### config.mk
export PLATFORM = sky130hd
export DESIGN_NAME = chw_divmod
export DESIGN_NICKNAME = d
export VERILOG_FILES = /design/src/hw/rtl/chw_pkg.sv /design/src/hw/rtl/chw_divmod.sv
export SDC_FILE = /design/constraint.sdc
export NUM_CORES = 1
export LEC_CHECK = 0
export BUFFER_PORTS_ARGS = -buffer_cell sky130_fd_sc_hd__buf_2
export CAP_MARGIN = 20
export CORE_MARGIN = 2
export CORE_UTILIZATION = 40
export DETAILED_ROUTE_END_ITERATION = 10
export HOLD_SLACK_MARGIN = 0.08
export SETUP_SLACK_MARGIN = 0.3
export SLEW_MARGIN = 20
export SYNTH_ARGS = -nofsm -noshare
export SYNTH_HDL_FRONTEND = slang
export SYNTH_SLANG_ARGS = --single-unit
### constraint.sdc
create_clock -name i_clk -period 6.3 [get_ports i_clk]
set_clock_uncertainty 0.15 [all_clocks]
set_input_delay 0.63 -clock i_clk [delete_from_list [all_inputs] [get_ports i_clk]]
set_output_delay 0.63 -clock i_clk [all_outputs]
set_load 0.02 [all_outputs]
### src/hw/rtl/chw_pkg.sv
// Package for the chained hash word set.
// Sizes, request kind and status codes, lowercase helper. No dependencies.
`default_nettype none
package chw_pkg;
    localparam int MAX_WORD_LEN = 45;
    localparam int BUCKETS      = 50;
    localparam int CAPACITY     = 1024;

    localparam int HASH_W  = 64;
    localparam logic [HASH_W-1:0] HASH_SEED = 64'd5381;
    localparam int HASH_SHIFT = 5;

    localparam int LEN_W  = $clog2(MAX_WORD_LEN + 1);
    localparam int WIDX_W = (MAX_WORD_LEN > 1) ? $clog2(MAX_WORD_LEN) : 1;
    localparam int BKT_W  = (BUCKETS > 1) ? $clog2(BUCKETS) : 1;
    localparam int NODE_W = $clog2(CAPACITY + 1);
    localparam int EIDX_W = (CAPACITY > 1) ? $clog2(CAPACITY) : 1;
    localparam int ADDR_W = (CAPACITY * MAX_WORD_LEN > 1) ?
                            $clog2(CAPACITY * MAX_WORD_LEN) : 1;
    localparam int TOTAL_W = 11;

    localparam logic [NODE_W-1:0] EMPTY_MARK = NODE_W'(CAPACITY);

    typedef logic [1:0] t_kind;
    localparam t_kind KIND_INSERT = 2'd0;
    localparam t_kind KIND_LOOKUP = 2'd1;
    localparam t_kind KIND_CLEAR  = 2'd2;
    localparam t_kind KIND_UNUSED = 2'd3;

    typedef logic [1:0] t_status;
    localparam t_status ST_OK      = 2'd0;
    localparam t_status ST_FULL    = 2'd1;
    localparam t_status ST_TOOLONG = 2'd2;

    function automatic logic [7:0] to_lower(input logic [7:0] c);
        logic [7:0] r;
        r = c;
        if (c >= 8'h41 && c <= 8'h5A) begin
            r = c + 8'd32;
        end
        return r;
    endfunction
endpackage
`default_nettype wire

### src/hw/rtl/chw_divmod.sv
// Remainder of the 64-bit hash by the bucket count: 16-bit folding, a second
// fold and a reciprocal multiplication. Depends on chw_pkg.
`default_nettype none
module chw_divmod
    import chw_pkg::*;
(
    input  wire logic              i_clk,
    input  wire logic              i_rst_n,
    input  wire logic              i_start,
    input  wire logic [HASH_W-1:0] i_dividend,
    output logic                   o_done,
    output logic [BKT_W-1:0]       o_rem
);
    localparam int     K16    = 65536 % BUCKETS;
    localparam int     K32    = (K16 * K16) % BUCKETS;
    localparam int     K48    = (K32 * K16) % BUCKETS;
    localparam int     K12    = 4096 % BUCKETS;
    localparam longint S1_MAX = 64'd65535 * 64'(1 + K16 + K32 + K48);
    localparam int     S1_W   = $clog2(S1_MAX + 1);
    localparam longint T_MAX  = 64'd4095 + (S1_MAX >> 12) * 64'(K12);
    localparam int     T_W    = $clog2(T_MAX + 1);
    localparam int     SH     = T_W + $clog2(BUCKETS);
    localparam longint RECIP  = ((64'd1 << SH) + 64'(BUCKETS) - 64'd1) / 64'(BUCKETS);
    localparam int     P_W    = T_W + $clog2(RECIP + 1);

    logic [S1_W-1:0]  r_s1;
    logic [T_W-1:0]   r_t;
    logic [T_W-1:0]   r_tq;
    logic [T_W-1:0]   r_q;
    logic [BKT_W-1:0] r_rem;
    logic             r_v1;
    logic             r_v2;
    logic             r_v3;
    logic             r_done;
    logic [S1_W-1:0]  n_s1;
    logic [T_W-1:0]   n_t;
    logic [P_W-1:0]   n_prod;

    assign n_s1 = S1_W'(i_dividend[15:0])
                + S1_W'(i_dividend[31:16]) * S1_W'(K16)
                + S1_W'(i_dividend[47:32]) * S1_W'(K32)
                + S1_W'(i_dividend[63:48]) * S1_W'(K48);
    assign n_t    = T_W'(r_s1[11:0]) + T_W'(r_s1[S1_W-1:12]) * T_W'(K12);
    assign n_prod = P_W'(r_t) * P_W'(RECIP);

    always_ff @(posedge i_clk) begin
        r_s1  <= n_s1;
        r_t   <= n_t;
        r_tq  <= r_t;
        r_q   <= T_W'(n_prod >> SH);
        r_rem <= BKT_W'(r_tq - r_q * T_W'(BUCKETS));
    end

    always_ff @(posedge i_clk) begin
        if (!i_rst_n) begin
            r_v1   <= 1'b0;
            r_v2   <= 1'b0;
            r_v3   <= 1'b0;
            r_done <= 1'b0;
        end else begin
            r_v1   <= i_start;
            r_v2   <= r_v1;
            r_v3   <= r_v2;
            r_done <= r_v3;
        end
    end

    assign o_done = r_done;
    assign o_rem  = r_rem;
endmodule
`default_nettype wire

# Word-level counts from Yosys, hierarchy flattened
# Index checks and enable logic that the tools add are counted.
word_totals:
  regBits: 68
  inputBits: 67
  output_inout_bits: 7
  wordCells: 20
classes:
  addsub: 5
  mul: 6
op_table:
  columns: ["operator", "count"]
  rows:
  - ["17-bit by 18-bit multiplier with 35-bit output (second input constant)", 1]
  - ["16-bit by 22-bit adder with 23-bit output", 1]
  - ["23-bit by 19-bit adder with 23-bit output", 1]
  - ["23-bit by 22-bit adder with 23-bit output", 1]
  - ["16-bit by 5-bit multiplier with 21-bit output (second input constant)", 1]
  - ["16-bit by 4-bit multiplier with 20-bit output (second input constant)", 1]
  - ["16-bit by 2-bit multiplier with 18-bit output (second input constant)", 1]
  - ["12-bit by 17-bit adder with 17-bit output", 1]
  - ["11-bit by 5-bit multiplier with 16-bit output (second input constant)", 1]
  - ["12-bit by 5-bit multiplier with 5-bit output (second input constant)", 1]
  - ["6-bit subtractor", 1]

# Depth between registers and ports, before layout
# Gate-level depths: netlist of the first run.
logic_depth:
  word_depth: 4
  depth_mapped: 25
  mapped_depth_nobuf: 25

# Worst setup path after synthesis of the first run
# No wires, ideal clock.
synth_path:
  kind: "input to register"
  startpoint: "input i_dividend[36]"
  endpoint: "register r_s1[20]"
  setup_ns: 0.072
  arrival_ns: 6.036
  required_time_ns: 6.078
  slack_ns: 0.042
  path_stages: 24
  n_path_buf: 0
  path_cell_list: "ha_1 fa_1 inv_1 fa_1 inv_1 ha_1 or2_2 o31a_1 a31o_1 a21o_1 xor2_1 fa_1 inv_1 fa_1 inv_1 ha_1 a21oi_1 o21ai_0 a21oi_1 o21ai_0 a2111oi_0 o21bai_1 a21oi_1 xnor2_1"
synth_between:
  elab_chain_cells: 3
synth_rtl:
  columns: ["item", "line", "text"]
  rows:
  - ["from (decl)", "chw_divmod.sv:10", "input wire logic [HASH_W-1:0] i_dividend,"]
  - ["16-bit by 5-bit multiplier with 21-bit output", "chw_divmod.sv:41", "+ S1_W'(i_dividend[47:32]) * S1_W'(K32)"]
  - ["23-bit by 22-bit adder with 23-bit output", "chw_divmod.sv:41", null]
  - ["23-bit by 19-bit adder with 23-bit output", "chw_divmod.sv:42", "+ S1_W'(i_dividend[63:48]) * S1_W'(K48);"]
  - ["net n_s1[20]", "chw_divmod.sv:35", "logic [S1_W-1:0] n_s1;"]
  - ["to (signal assigned)", "chw_divmod.sv:47", "r_s1 <= n_s1;"]
  - ["to (decl)", "chw_divmod.sv:26", "logic [S1_W-1:0] r_s1;"]
# The timed path passes the listed nets, and every way through them passes these cells.
# A chain may end at the register's enable or synchronous reset.

# Worst setup path in the final report of the first run
# Same ends and word-level chain as after synthesis.

==> summary.md, run 1 <==
| Metric | Value |
|---|---|
| Worst-path cell with the longest stage delay | `fa_1` |
| Number of global-route vias before repair | `9,605` |
| Critical path peak fanout | `4` |
| Cell area after synthesis | `0.0128 sq mm` |
| Fin area | `0.0145 sq mm` |
| IO buf count | `73` |
| Routed WL | `25,200 microns` |
| Critical path's most frequent cell | `fa_1` |
| First-pass GRT wire length | `43,500 microns` |
| Syn_nets | `1,888` |
| Setup crit start kind | `input pin` |
| Antenna-violating nets left | `0` |
| Seq cells post-synth | `61` |
| Routed WL per cell | `13.3 microns` |
| Fillers | `3,017` |
| Num CTS Buffers | `9` |
| RSZ-0062 raised after global routing | `false` |
| Post-synth ARST share | `0` |
| Biggest area consumer among synthesized cells | `fa_1` |
| Post-synth EDFFs | `0` |
| Finish-stage setup viols | `0` |
| Layout cells sized above 1 | `0.120` |
| Bufs and invs on worst path | `5` |
| WP data required | `6.42 ns` |
| Synth area leaders | `fa_1 (29%), ha_1 (26%), inv_1 (11%), dfxtp_1 (9.5%), xnor2_1 (4.6%)` |
| Placed cell areas | `0.0139 sq mm` |
| MaxCap Viol Count | `0` |
| Die H | `183 microns` |
| Synth top area share | `0.291` |
| # H-tree levels | `3` |
| # DRC | `0` |
| Reg clk slew, reported paths | `0.06 ns` |
| Placer Congestion | `0.916` |
| I/O pin count | `74` |
| Initial Util | `0.406` |
| CP Capture Type | `flip-flop` |
| Site row count | `65` |
| Initial antenna violation count | `0` |
| Yosys warning count | `0` |
| Crit-path cells | `clkbuf_4 > ha_4 > fa_1 > inv_2 > fa_1 > inv_2 > ha_4 > or2_4 > o31a_1 > a31o_1 > a21o_4 > a21o_1 > a21oi_2 > xnor2_2 > fa_1 > inv_1 > fa_1 > inv_1 > ha_1 > and3_4 > a2111oi_4 > o21bai_1 > a21oi_2 > xnor2_1` |
| CTS tree | `done` |
| Dominant synthesized flop cell | `dfxtp_1` |
| Min Tclk post-route | `5.78 ns` |
| CTS Root Cell | `clkbuf_16` |
| Final Max Slew Viols | `0` |
| Status | `finished clean` |
| All-Layer GR Usage | `0.159` |
| Die area | `0.0335 sq mm` |
| Netlist cell types | `63` |
| Core area | `0.0316 sq mm` |
| Nets | `2,000` |
| Synth Instances | `1,369` |
| Multi-input logic area | `0.0105 sq mm` |
| TritonCTS Sinks | `61` |
| Bufs on Longest Clock Path | `2` |
| Sequential fraction of the synthesis area | `0.0954` |
| Area Overhead vs Synth | `13.4%` |
| Reg area | `0.00122 sq mm` |
| Crit path DAT | `5.90 ns` |
| Worst Max-Slew Pin Slew | `0.608 ns` |
| Most frequent cell after synthesis | `inv_1` |
| Min Hold Slack | `0.175 ns` |
| FMAX | `173 MHz` |
| CTS Hold Bufs | `0` |
| Syn avg cell area | `9.35 sq um` |
| Worst skew pair latency | `0.34 ns` |
| HP Class | `flip-flop to flip-flop` |
| Commonest cells post-synth | `inv_1 (377), ha_1 (266), fa_1 (186), xnor2_1 (67), a21oi_1 (62)` |
| Crit Path Category | `input pin to flip-flop` |
| Pre-antenna DRT Iters | `6` |
| Largest net degree at the start of global routing | `13` |
| GRT overflow | `0` |
| Worst path max stage delay | `0.52 ns` |
| Slew Limit Headroom | `0.584` |
| Number of DRC markers in iteration 0 | `274` |
| Die width | `183 microns` |
| Period utilization | `0.918` |
| Vias per Instance | `4.81` |
| Via count | `9,082` |
| Ant. Diodes | `0` |
| Estimated wirelength of the detail-placed design | `22,800 microns` |
| Finished Core Util | `0.460` |
| Final number of hold-violating endpoints | `0` |
| Largest delay share family, worst path | `adder cells` |
[registers in the layout (all words and copies together) (netlist names)]
signal and flops:
r_s1 23, r_v2 1, r_tq 6, r_v3 1
r_v1 1, o_done 1, o_rem 6, r_t 17
r_q 5
[worst register-to-register path: cells and delay by family (launching register included)]
kind	cells	cell delay, ns
xor+xnor	1	0.16
compound gates	7	1.31
fa+ha+maj	7	3.46
buf+inv	4	0.25
flops	1	0.37
[layer usage]
metal	up-vias	routed length, microns	global-route usage
li1	4603	-	-
met1	4347	11400	0.197
met2	111	12900	0.303
met3	21	641	0.0141
met4	0	296	0.0307
met5	-	0	0
[final timing paths]
path              depth (start not counted)            start          endpoint  slack [ns]
hold reg to reg                           0  r_s1[0]$_DFF_P_    r_t[0]$_DFF_P_        0.18
hold / removal                            0  r_s1[0]$_DFF_P_    r_t[0]$_DFF_P_        0.18
setup / recovery                         24   i_dividend[36]  r_s1[20]$_DFF_P_        0.52
setup reg to reg                         19  r_t[14]$_DFF_P_    r_q[4]$_DFF_P_        0.54
[cell families (layout without fill, tap and decap cells)]
| family | after synthesis | in the layout | share of synthesized area |
|---|---|---|---|
| adder cells (fa/ha/maj) | 452 | 452 | 0.551 |
| buffers and inverters | 379 | 496 | 0.111 |
| AO/OA/AOI/OAI | 198 | 198 | 0.104 |
| AND/OR/NAND/NOR | 181 | 181 | 0.0711 |
| XOR/XNOR | 96 | 96 | 0.0657 |
| flip-flops | 61 | 61 | 0.0954 |
| multiplexers | 2 | 2 | 0.00166 |
[cell usage in the layout (no fill, tap or decap), types with 4 or more instances in the layout]
cell / n
o21ai_0: 26
a31oi_1: 8
dfxtp_1: 61
clkbuf_16: 9
a21oi_1: 51
xor2_1: 28
a211oi_1: 4
o21bai_1: 11
nor2b_1: 8
or3_1: 4
buf_2: 71
a21oi_2: 9
o31ai_1: 5
o31a_1: 4
o21a_1: 12
ha_1: 255
nand4_1: 4
inv_1: 374
buf_4: 30
o211ai_1: 6
xnor2_1: 66
o21ai_1: 5
fa_1: 186
and2_1: 9
and3_1: 4
nor4_1: 7
a21o_1: 19
nand3_1: 19
nand2b_1: 13
nand2_1: 33
ha_4: 11
nor3_1: 13
nor2_1: 45
[per-stage QoR]
stage               setup slack (ns)  TNS (ns)  cells
floorplan                      0.272         0   1369
global placement             -0.0690   -0.0769   1870
detailed placement            -0.114    -0.247   1870
CTS                            0.297         0   1886
global route                   0.267         0   1888
finish                         0.516         0   1888
[area by class of cell]
class,count,area share
clock buffers,9,0.0155
flip-flops and latches,61,0.0842
repair buffers,103,0.0410
clock inverters,7,0.00509
inverters,377,0.0975
well taps,402,0.0347
multi-input cells,929,0.722
[repair_timing]
action	in CTS	in global routing
resized for setup	2	52
buffers inserted	0	2
endpoints found under the setup margin	2	10
pin swaps	0	30
Power of run 1 is not shown: default switching activity piles up to over one toggle a cycle in this logic, so the estimate is an artifact.
==> inputs of run 2 (changes only) <==
Clock period 6.3 ns to 5.8 ns, I/O delays scaled along.
==> summary.md, run 2 (synthesized netlist as in run 1, its figures left out) <==
| Metric | Value |
|---|---|
| Most frequent cells in the layout | `inv_1 (363), ha_1 (247), fa_1 (183), buf_4 (87), buf_2 (70)` |
| MaxCap Viol Count | `0` |
| Bufs on Longest Clock Path | `2` |
| Number of global-route vias before repair | `10,100` |
| Commonest non-fill, non-tap cell in the layout | `inv_1` |
| FMAX | `180 MHz` |
| Routed WL per cell | `13.3 microns` |
| Area Overhead vs Synth | `19.2%` |
| # H-tree levels | `3` |
| # DRC | `0` |
| Estimated wirelength of the detail-placed design | `23,400 microns` |
| CTS Root Cell | `clkbuf_16` |
| Min Tclk post-route | `5.55 ns` |
| RSZ-0062 raised after global routing | `true` |
| WP data required | `5.87 ns` |
| Nets | `2,059` |
| CTS Hold Bufs | `0` |
| Routed WL | `26,000 microns` |
| Met2 GRT Util | `0.318` |
| First-pass GRT wire length | `44,900 microns` |
| Placer Congestion | `0.898` |
| Setup crit start kind | `input pin` |
| Die area | `0.0335 sq mm` |
| Pre-antenna DRT Iters | `5` |
| Grt met3 use | `0.0161` |
| Die H | `183 microns` |
| Die width | `183 microns` |
| Number of DRC markers in iteration 0 | `316` |
| Placed cells | `1,918` |
| Antenna-violating nets left | `0` |
| Final number of hold-violating endpoints | `0` |
| I/O pin count | `74` |
| Max reg flops | `23` |
| RR Startpoint | `r_t[15]$_DFF_P_` |
| Met1 GRT Util | `0.197` |
| GRT busiest layer | `met2` |
| Post-Layout Cell Count | `1,947` |
| GRT overflow | `0` |
| Worst Max-Slew Pin Slew | `0.668 ns` |
| Crit path DAT | `5.62 ns` |
| CTS tree | `done` |
| Vias per Instance | `4.79` |
| Core area | `0.0316 sq mm` |
| Critical path peak fanout | `4` |
| Ant. Diodes | `0` |
| Status | `finished clean` |
| All-Layer GR Usage | `0.165` |
| Num CTS Buffers | `9` |
| Largest net degree at the start of global routing | `11` |
| IO buf count | `73` |
| TritonCTS Sinks | `61` |
| Finish-stage setup viols | `0` |
| Initial Util | `0.406` |
| Fin area | `0.0153 sq mm` |
| Placed cell areas | `0.0144 sq mm` |
| HP Start | `r_tq[0]$_DFF_P_` |
| Initial antenna violation count | `0` |
| Top Registers | `r_s1: 23 flops, r_t: 17 flops` |
| Reg with most FFs | `r_s1` |
| Period utilization | `0.957` |
| Final Max Slew Viols | `0` |
| Reg clk slew, reported paths | `0.05 ns` |
| Via count | `9,324` |
| Critical path origin | `i_dividend[36]` |
| Slew Limit Headroom | `0.543` |
| Min Hold Slack | `0.178 ns` |
| Worst skew pair latency | `0.34 ns` |
| CP Capture Type | `flip-flop` |
| Site row count | `65` |
| Layout cells sized above 1 | `0.183` |
| HP Class | `flip-flop to flip-flop` |
| Crit Path Category | `input pin to flip-flop` |
[run 2: changes by cell type in the layout (fill, tap and decap cells not counted), sizes merged]
| cell | change |
|---|---|
| buf | +61 |
| bufinv | +2 |
| clkbuf | +1 |
| clkinv | -3 |
| clkinvlp | -1 |
| inv | -1 |
[run 2: final cells by class]
cell class / instances / area (sq um)
fillers: 2974 / 16300
multi-input cells: 929 / 10700
inverters: 377 / 1420
flip-flops and latches: 61 / 1230
repair buffers: 162 / 1060
well taps: 402 / 503
clock buffers: 12 / 246
clock inverters: 4 / 95.1
[run 2: metrics by stage]
step	setup slack, ns	util	TNS, ns
finish	0.252	0.483	0
global route	0.0702	0.483	0
CTS	0.220	0.475	0
detailed placement	-0.223	0.458	-0.935
global placement	-0.185	0.458	-0.760
floorplan	0.191	-	0
[run 2: path summary, 6_finish.rpt]
kind,to,slack [ns],cells past startpoint
setup reg to reg,r_q[4]$_DFF_P_,0.43,19
hold reg to reg,o_rem[0]$_DFF_P_,0.18,0
hold / removal,o_rem[0]$_DFF_P_,0.18,0
setup / recovery,r_s1[17]$_DFF_P_,0.25,25
[run 2: layer usage]
metal	wire length [microns]	vias to the layer above
met5	0	-
met3	505	25
met2	13400	97
li1	-	4716
met4	385	0
met1	11700	4486
[run 2: critical path: stages]
cell	delay, ns
buf_8	0.11
ha_4	0.23
fa_1	0.49
inv_1	0.05
fa_1	0.49
inv_2	0.05
ha_4	0.20
or2_4	0.25
o31a_1	0.12
a31o_1	0.19
a21o_4	0.23
a21o_1	0.17
a21oi_2	0.18
xnor2_2	0.10
fa_1	0.48
inv_1	0.05
fa_1	0.54
inv_2	0.05
ha_4	0.23
buf_4	0.14
a21oi_4	0.19
buf_6	0.13
o31ai_4	0.07
a211oi_2	0.24
nor3_1	0.07
[run 2: repair_timing]
action / in CTS / in global routing
setup buffers: 7 / 6
pin swaps: 28 / 46
endpoints found under the setup margin: 10 / 13
gates resized for setup: 30 / 51
Power of run 2 is left out for the same reason.
==> inputs of run 3 (changes only) <==
Settings changed: RECOVER_POWER set to 50.
==> summary.md, run 3 (synthesized netlist as in run 1, its figures left out) <==
| Metric | Value |
|---|---|
| Setup crit start kind | `input pin` |
| Routed WL | `26,000 microns` |
| Reg with most FFs | `r_s1` |
| CP Capture Type | `flip-flop` |
| Worst-path cell with the longest stage delay | `fa_1` |
| Die area | `0.0335 sq mm` |
| Max reg flops | `23` |
| Number of DRC markers in iteration 0 | `319` |
| CTS tree | `done` |
| FMAX | `180 MHz` |
| GRT overflow | `0` |
| Nets | `2,059` |
| # DRC | `0` |
| First-pass GRT wire length | `44,900 microns` |
| Critical path's most frequent cell | `fa_1` |
| Reg area | `0.00123 sq mm` |
| Initial Util | `0.406` |
| Routed WL per cell | `13.4 microns` |
| Pre-antenna DRT Iters | `5` |
| Site row count | `65` |
| HP Class | `flip-flop to flip-flop` |
| Worst Max-Slew Pin Slew | `0.668 ns` |
| Min Tclk post-route | `5.55 ns` |
| Period utilization | `0.957` |
| Worst skew pair latency | `0.34 ns` |
| # H-tree levels | `3` |
| Antenna-violating nets left | `0` |
| Crit Path Category | `input pin to flip-flop` |
| Vias per Instance | `4.79` |
| Status | `finished clean` |
| Area Overhead vs Synth | `18.9%` |
| Top Registers | `r_s1: 23 flops, r_t: 17 flops` |
| Num CTS Buffers | `9` |
| Die width | `183 microns` |
| Setup TNS Final | `0 ns` |
| All-Layer GR Usage | `0.165` |
| Multi-input logic area | `0.0107 sq mm` |
| Layout cells sized above 1 | `0.173` |
| Post-Layout Cell Count | `1,947` |
| Slew Limit Headroom | `0.543` |
| CTS Root Cell | `clkbuf_16` |
| Crit path DAT | `5.62 ns` |
| Worst path max stage delay | `0.54 ns` |
| Placed cells | `1,918` |
| Fillers | `2,987` |
| CTS Hold Bufs | `0` |
| Initial antenna violation count | `0` |
| Critical path peak fanout | `4` |
| MaxCap Viol Count | `0` |
| Estimated wirelength of the detail-placed design | `23,400 microns` |
| Core area | `0.0316 sq mm` |
| IO buf count | `73` |
| Final number of hold-violating endpoints | `0` |
| Number of global-route vias before repair | `10,100` |
| Die H | `183 microns` |
| I/O pin count | `74` |
| Bufs on Longest Clock Path | `2` |
| Finish-stage setup viols | `0` |
| Placer Congestion | `0.898` |
| Ant. Diodes | `0` |
| Commonest non-fill, non-tap cell in the layout | `inv_1` |
| Final Max Slew Viols | `0` |
| WP data required | `5.87 ns` |
| Largest net degree at the start of global routing | `11` |
| RSZ-0062 raised after global routing | `true` |
| Most frequent cells in the layout | `inv_1 (363), ha_1 (247), fa_1 (183), buf_4 (81), xnor2_1 (65)` |
| Via count | `9,335` |
| TritonCTS Sinks | `61` |
| Reg clk slew, reported paths | `0.06 ns` |
[run 3: what timing repair did]
action | in CTS | in global routing
pin swaps | 28 | 46
setup buffers | 7 | 6
gates resized for setup | 30 | 51
endpoints found under the setup margin | 10 | 13
[run 3: cell type report]
cell class	count	share of cell area
clock buffers	12	0.0162
clock inverters	4	0.00625
inverters	377	0.0929
multi-input cells	929	0.703
flip-flops and latches	61	0.0807
well taps	402	0.0330
repair buffers	162	0.0681
[run 3: final timing paths]
kind / start / end / slack [ns] / cells after the start
setup / recovery: i_dividend[36] / r_s1[17]$_DFF_P_ / 0.25 / 25
hold / removal: r_tq[0]$_DFF_P_ / o_rem[0]$_DFF_P_ / 0.18 / 0
setup reg to reg: r_t[5]$_DFF_P_ / r_q[4]$_DFF_P_ / 0.38 / 16
hold reg to reg: r_tq[0]$_DFF_P_ / o_rem[0]$_DFF_P_ / 0.18 / 0
[run 3: stage by stage]
stage | hold WS, ns | utilization | instance area [sq um] | setup slack, ns
after floorplan | 0.160 | - | 13000 | 0.191
after global placement | 0.163 | 0.458 | 14400 | -0.185
after detailed placement | 0.164 | 0.458 | 14400 | -0.223
after CTS | 0.177 | 0.475 | 15000 | 0.220
after global routing | 0.186 | 0.483 | 15200 | 0.0702
final | 0.178 | 0.483 | 15200 | 0.252
[run 3: worst max-delay path: cells and delay by family]
| family | cells | cell delay [ns] |
|---|---|---|
| AND/OR/NAND/NOR | 2 | 0.32 |
| AO/OA/AOI/OAI | 8 | 1.39 |
| adder cells (fa/ha/maj) | 7 | 2.66 |
| XOR/XNOR | 1 | 0.10 |
| buffers and inverters | 7 | 0.58 |
[run 3: routing by layer]
metal | vias up | global-route usage | part of all wire
met3 | 25 | 0.0161 | 0.019
li1 | 4716 | - | -
met1 | 4499 | 0.197 | 0.45
met2 | 95 | 0.318 | 0.52
met4 | 0 | 0.0362 | 0.015
met5 | - | 0 | 0
Power of run 3 is left out for the same reason.
